**src/hdl/cdew_pkg.sv**
```systemverilog
// Shared constants for the coupling difference / exponential weight block.
// No dependencies; imported by every module of the block.
`default_nettype none

package cdew_pkg;

  localparam int unsigned MAX_LANES = 4;
  localparam int unsigned LANES_DEF = 4;
  localparam int unsigned FRAC_DEF  = 16;

  // pipeline depth and stage map of one lane
  localparam int unsigned ST_DIFF  = 0;
  localparam int unsigned ST_SQ    = 1;
  localparam int unsigned ST_GPROD = 2;
  localparam int unsigned ST_MAG   = 3;
  localparam int unsigned ST_LOG2  = 4;
  localparam int unsigned ST_FRAC  = 5;
  localparam int unsigned ST_HORN  = 6;   // 8 steps, two stages each
  localparam int unsigned HORN_STEPS = 8;
  localparam int unsigned ST_HLAST = ST_HORN + 2 * HORN_STEPS - 1;
  localparam int unsigned ST_EXP   = ST_HLAST + 1;
  localparam int unsigned ST_WPROD = ST_EXP + 1;
  localparam int unsigned ST_OUT   = ST_WPROD + 1;
  localparam int unsigned NSTG     = ST_OUT + 1;

  localparam logic [31:0] Q30_ONE   = 32'd1073741824;
  localparam logic [29:0] LN2_Q30   = 30'd744261118;
  localparam logic [30:0] LOG2E_Q30 = 31'd1549082005;

  localparam logic [31:0] GAIN_RST  = 32'hFFFF_FD71;  // -655

  localparam logic [31:0] S32_MAX   = 32'h7FFF_FFFF;
  localparam logic [31:0] S32_MIN   = 32'h8000_0000;

endpackage

`default_nettype wire

```
**src/hdl/cdew_ctl.sv**
```systemverilog
// Beat control for the lane pipeline: per-stage valid bits and load enables.
// Depends on cdew_pkg.
`default_nettype none

module cdew_ctl (
  input  logic                      clk_i,
  input  logic                      rst_ni,
  input  logic                      in_valid_i,
  output logic                      in_stall_o,
  output logic                      out_valid_o,
  input  logic                      out_stall_i,
  output logic [cdew_pkg::NSTG-1:0] en_o
);
  import cdew_pkg::*;

  logic [NSTG-1:0] valid_q;
  logic [NSTG-1:0] valid_d;
  logic [NSTG-1:0] ready;

  // a stage loads when it is empty or its content moves on
  always_comb begin
    ready[NSTG-1] = !valid_q[NSTG-1] || !out_stall_i;
    for (int s = NSTG - 2; s >= 0; s--) begin
      ready[s] = !valid_q[s] || ready[s+1];
    end
  end

  always_comb begin
    for (int s = 0; s < NSTG; s++) begin
      if (s == 0) begin
        en_o[s]    = ready[s] && in_valid_i;
        valid_d[s] = ready[s] ? in_valid_i : valid_q[s];
      end else begin
        en_o[s]    = ready[s] && valid_q[s-1];
        valid_d[s] = ready[s] ? valid_q[s-1] : valid_q[s];
      end
    end
  end

  always_ff @(posedge clk_i or negedge rst_ni) begin
    if (!rst_ni) begin
      valid_q <= '0;
    end else begin
      valid_q <= valid_d;
    end
  end

  assign in_stall_o  = !ready[0];
  assign out_valid_o = valid_q[NSTG-1];

  a_accept_fills: assert property (@(posedge clk_i) disable iff (!rst_ni)
    (in_valid_i && !in_stall_o) |=> valid_q[0])
    else $error("accepted beat lost at pipeline entry");

  a_hold_full: assert property (@(posedge clk_i) disable iff (!rst_ni)
    (out_valid_o && out_stall_i) |=> out_valid_o)
    else $error("stalled result dropped");

  a_last_held: assert property (@(posedge clk_i) disable iff (!rst_ni)
    (valid_q[NSTG-1] && out_stall_i) |-> !en_o[NSTG-1])
    else $error("output stage overwritten while stalled");

endmodule

`default_nettype wire

```
**config.mk**
```make
export PLATFORM = sky130hd
export DESIGN_NAME = cdew_ctl
export DESIGN_NICKNAME = d
export VERILOG_FILES = /design/src/hdl/cdew_pkg.sv /design/src/hdl/cdew_ctl.sv
export SDC_FILE = /design/constraint.sdc
export NUM_CORES = 1
export LEC_CHECK = 0
export BUFFER_PORTS_ARGS = -buffer_cell sky130_fd_sc_hd__buf_2
export CORE_ASPECT_RATIO = 0.7
export CORE_MARGIN = 1.5
export CORE_UTILIZATION = 35
export DETAILED_ROUTE_END_ITERATION = 7
export GPL_TIMING_DRIVEN = 0
export HOLD_SLACK_MARGIN = 0.06
export PLACE_DENSITY_LB_ADDON = 0.05
export SYNTH_ARGS = -nofsm -noshare
export SYNTH_HDL_FRONTEND = slang
export SYNTH_SLANG_ARGS = --single-unit
```
**constraint.sdc**
```tcl
create_clock -name clk_i -period 1.5 [get_ports clk_i]
set_clock_uncertainty 0.1 [all_clocks]
set_input_delay 0 -clock clk_i [delete_from_list [all_inputs] [get_ports clk_i]]
set_output_delay 0 -clock clk_i [all_outputs]
set_load 0.1 [all_outputs]
```
==> out/qor.yml, run 1 <==
cts:
  clock_latency_ps: 270
  clock_sinks: 25
  cts_buffers: 3
  cts_tree: "yes"
  clock_path_buffers: 2
  cts_root_buf: "clkbuf_8"
  htree_num_levels: 1
  clk_pin_slew_ps: 90
sta:
  setup_viol: 38
  period_needed_ps: 2040
  relSlewSlack: 0.621
  fin_hold_ws_ps: 141
  max_slew.worst_pin.slew_ps: 569
  fin_ws_ps: -538
  final_hold_viol_count: 0
  timing.setup.tns_ps: -10320
  period_share: 1.36
  rsz0062_at_grt: "true"
  maxSlewViolCount: 0
  max_freq_mhz: 491
global_routing:
  grt_max_degree: 26
  grt_pass1_wl_um: 5460
  grt_pass1_vias: 1105
  antenna_found_initial: 0
  groute.usage.overall: 0.187
  grt_overflow: 0
worst_setup_path:
  slowest_delay_ps: 410
  crit_top_cell: "buf_12"
  required_ps: 1400
  start_kind: "flip-flop"
  arrival_ps: 1940
  path_cells: "nand4_4, buf_12, nor4_4, buf_6, and3_4, buf_12"
  critPathKind: "reg -> out"
  slowest_stage: "dfrtp_1"
  crit_fanout: 5
  setup.worst_path.end_class: "primary output"
logic_synthesis:
  synth_area_um2: 1270
  syn_area_per_cell_um2: 10.8
  synth.top_cell.area_share: 0.494
  ys_ff_latch: 25
  synth.largest_area_cell: "dfrtp_1"
  synthCells: 117
  seq_area_frac_synth: 0.494
  synthDistinctLibCells: 31
  ys_warn_count: 0
  postSynthNetCount: 121
  synthTopCellsByArea: "dfrtp_1 (49%), a31o_2 (4.8%), a21boi_0 (3.6%), inv_1 (3.6%), a31oi_1 (3.5%)"
power:
  internal_power_mw: 1.50
  pwr_density_cell_nw_per_um2: 1030
  peakVddDrop_mv: 0.853
  comb_power_share: 0.536
  power.switching_mw: 1.17
  clkPwrFrac: 0.157
  p_sw_frac: 0.439
  p_leak_nw: 1.12
  finalPower_mw: 2.67
  seqPwrFrac: 0.307
placement:
  dpl.cell_count: 197
  io_buffer_count: 30
  gp_congestion: 0.706
  dp_hpwl_um: 2080
  place_area_um2: 1800
  pre_cts_slack_ps: -632
finish:
  nets: 188
  fin_cells: 233
  final_util: 0.742
  diodes: 0
  fin_area_um2: 2590
  top_regs: "valid_q (25)"
  top_register: "valid_q"
  largest_reg_flops: 25
  drive_above_1_share: 0.721
  area_growth_pct: 105
route:
  vias_per_cell: 5.16
  drt_iter0_drc: 87
  drt_first_pass_iters: 4
  via_count: 1203
  drc: 0
  wl_um: 3520
  antenna_left: 0
  wire_per_inst_um: 15.1
run_status:
  outcome: "finished with violations"
  violations: "setup timing"
min_path:
  hold_class: "in -> async"
floorplan:
  die_area_um2: 3990
  fp.coreArea_um2: 3490
  start_util: 0.363
  pin_count: 31
  die_h_um: 53.3
  num_rows: 18
  fp.dieW_um: 74.9
job:
  cap_violations: 0
[layout by cell type, fill, tap and decap left out, types with 3 or more instances in the layout]
cell           instances
buf_12                22
buf_4                 18
dfrtp_1               17
buf_6                 12
inv_1                 12
a31oi_4                7
dfrtp_2                7
a21boi_4               5
a21o_1                 5
buf_8                  5
nor2b_4                4
a41oi_4                4
a31o_2                 4
or2_2                  4
buf_2                  4
nand4_1                3
nand2_1                3
nor4_4                 3
nor2_2                 3
a31o_4                 3
a41o_2                 3
clkbuf_8               3
dlygate4sd3_1          3
[power groups by stage]
stage | logic [mW] | registers [mW] | clock network, mW
6_report | 1.43 | 0.820 | 0.420
5_1_grt | 1.48 | 0.833 | 0.466
4_1_cts | 1.29 | 0.814 | 0.432
3_5_place_dp | 0.959 | 0.837 | 0
3_3_place_gp | 0.953 | 0.833 | 0
2_1_floorplan | 0.836 | 0.837 | 0
[synthesized netlist by cell type (all sizes together)]
cell and n:
a21boi 6, a21o 6, a31o 7, a31oi 7, a41o 4, a41oi 4
and2 3, and2b 1, and3 2, and4 2, buf 2, clkbuf 2
dfrtp 25, inv 12, nand2 3, nand2b 2, nand3 5, nand4 4
nor2 5, nor2b 4, nor3 2, nor4 3, or2 6
[metal layers]
layer  up-vias  part of all wire  global-route usage  routed length, µm
met5         -                 0                   0                  0
met3         2             0.034              0.0495                118
met1       608              0.48               0.267               1680
met4         0            0.0040              0.0364                 14
met2        24              0.49               0.283               1710
li1        569                 -                   -                  -
[timing repair]
action,in CTS,in global routing
hold buffers,3,0
resized for setup,91,42
pin swaps,6,12
endpoints found under the hold margin,28,0
buffers inserted,17,13
gates cloned,2,0
endpoints found under the setup margin,44,45
[worst paths after layout]
check / startpoint / to / slack, ps / cells past startpoint
worst max-delay path: valid_q[22] / in_stall_o / -540 / 6
worst min-delay path: rst_ni / valid_q[6] / 140 / 2
worst max register to register: valid_q[22] / valid_q[8] / -200 / 7
worst min register to register: valid_q[3] / valid_q[4] / 370 / 1
max in group asynchronous: rst_ni / valid_q[24] / 730 / 2
min in group clk_i: out_stall_i / valid_q[22] / 240 / 6
[worst max-delay path, delay by kind of cell, from the launching register on]
kind | cells | cell delay [ps]
simple gates | 3 | 720
buf+inv | 3 | 540
flops | 1 | 410
[final cells by class]
class,instances,area (µm²)
Buffer,4,32.5
Clock buffer,3,41.3
Clock inverter,1,7.51
Fill cell,238,900
Inverter,12,45.0
Multi-Input combinational cell,76,951
Sequential cell,25,638
Tap cell,50,62.6
Timing Repair Buffer,62,813
[logic make-up after synthesis]
| logic type | share of synthesized area |
|---|---|
| flip-flops | 0.494 |
| AO/OA/AOI/OAI | 0.217 |
| AND/OR/NAND/NOR | 0.234 |
| buffers and inverters | 0.0543 |
(Power assumes the default switching activity.)
==> run 2: changes to the inputs <==
Settings changed: PLACE_DENSITY_LB_ADDON 0.05 to unset.
==> out/qor.yml, run 2 (synthesis gave the netlist of run 1 again) <==
placement:
  pre_cts_slack_ps: -640
  gp_congestion: 0.694
  io_buffer_count: 30
  dp_hpwl_um: 2080
floorplan:
  die_h_um: 53.3
  fp.coreArea_um2: 3490
  num_rows: 18
  fp.dieW_um: 74.9
  pin_count: 31
  die_area_um2: 3990
  start_util: 0.363
worst_setup_path:
  setup.worst_path.end_class: "primary output"
  crit_path_end: "in_stall_o"
  required_ps: 1400
  path_delay_family: "simple AND/OR/NAND/NOR gates"
  rr_worst_depth: 5
  start_kind: "flip-flop"
  slowest_stage: "dfrtp_4"
  path_cells: "nand4_4, nor4_4, buf_6, and3_4, buf_12"
  slowest_delay_ps: 440
  critPathKind: "reg -> out"
  crit_buf_inv: 2
  crit_fanout: 5
  r2r_start: "valid_q[24]"
  crit_path_start: "valid_q[24]"
  arrival_ps: 1860
  cp_num_cells: 5
  reg2reg_to: "valid_q[0]"
  rrSetupSlack_ps: -160
cts:
  htree_num_levels: 1
  cts_tree: "yes"
  cts_root_buf: "clkbuf_8"
  cts_buffers: 3
  clock_path_buffers: 2
  clock_latency_ps: 280
  clock_sinks: 25
  clk_pin_slew_ps: 100
sta:
  max_slew.worst_pin.slew_ps: 585
  setup_viol: 40
  rsz0062_at_grt: "true"
  final_hold_viol_count: 0
  fin_hold_ws_ps: 147
  max_freq_mhz: 510
  fin_ws_ps: -460
  period_share: 1.31
  maxSlewViolCount: 0
  relSlewSlack: 0.610
  period_needed_ps: 1960
route:
  wl_um: 3790
  wire_per_inst_um: 15.7
  vias_per_cell: 5.11
  drt_iter0_drc: 82
  drt_first_pass_iters: 4
  via_count: 1231
  drc: 0
  antenna_left: 0
finish:
  final_cell_mix: "buf_4 (26), buf_12 (22), dfrtp_1 (18), buf_6 (14), inv_1 (12)"
  top_register: "valid_q"
  diodes: 0
  area_growth_pct: 112
  final_common_cell: "buf_4"
  nets: 196
  fill_cells: 216
  top_regs: "valid_q (25)"
  largest_reg_flops: 25
  drive_above_1_share: 0.733
global_routing:
  grt_pass1_wl_um: 5800
  antenna_found_initial: 0
  grt_max_degree: 26
  groute.usage.overall: 0.199
  grt_overflow: 0
  grt_pass1_vias: 1112
power:
  pwr_density_cell_nw_per_um2: 1020
  peakVddDrop_mv: 0.814
  p_leak_nw: 1.17
run_status:
  violations: "setup timing"
  outcome: "finished with violations"
job:
  cap_violations: 0
min_path:
  hold_class: "in -> async"
run 2: what timing repair did:
action,in CTS,in global routing
setup endpoints to repair,44,41
buffers inserted,25,14
pin swaps,11,11
hold endpoints to repair,28,0
hold buffers,3,0
gates cloned,2,0
resized for setup,107,27
run 2: final cells by class:
cell class	count	area, µm²	share of cell area
multi-input combinational	76	1000	0.373
timing repair buffer	70	856	0.319
sequential	25	637	0.238
tap	50	62.6	0.0233
inverter	12	45.0	0.0168
clock buffer	3	41.3	0.0154
buffer	4	32.5	0.0121
clock inverter	1	5.00	0.00187
run 2: layer usage:
| metal | global-route usage | wire length (µm) | vias to the layer above |
|---|---|---|---|
| met2 | 0.294 | 1860 | 24 |
| met3 | 0.0400 | 108 | 2 |
| met4 | 0.0273 | 19 | 0 |
| met5 | 0 | 0 | - |
| li1 | - | - | 587 |
| met1 | 0.303 | 1800 | 618 |
run 2: per-stage QoR:
stage	utilization	setup TNS (ps)	total power [mW]	area (µm²)	std cells
2_1_floorplan	-	-7190	1.67	1590	117
3_3_place_gp	0.517	-11230	1.79	1800	197
3_5_place_dp	0.517	-11700	1.80	1800	197
4_1_cts	0.711	-7240	2.60	2480	231
5_1_grt	0.768	-9980	2.82	2680	241
6_report	0.768	-8380	2.72	2680	241
run 2: report_power, final:
group	switching [mW]	internal, mW
clock	0.238	0.187
sequential	0.0648	0.738
combinational	0.906	0.590
total	1.21	1.52
run 2: worst min-delay path by stage:
stage / to / slack (ps)
5_1_grt: valid_q[6] / 210
6_report: valid_q[5] / 150
3_5_place_dp: valid_q[6] / -60
3_3_place_gp: valid_q[4] / -60
2_1_floorplan: valid_q[0] / -400
4_1_cts: valid_q[6] / 170
run 2: worst register-to-register path: stages, from the launching register on:
cell and delay [ps]:
dfrtp_4 440, nand4_4 160, nor4_4 400, buf_2 250, buf_4 130, a31o_4 120
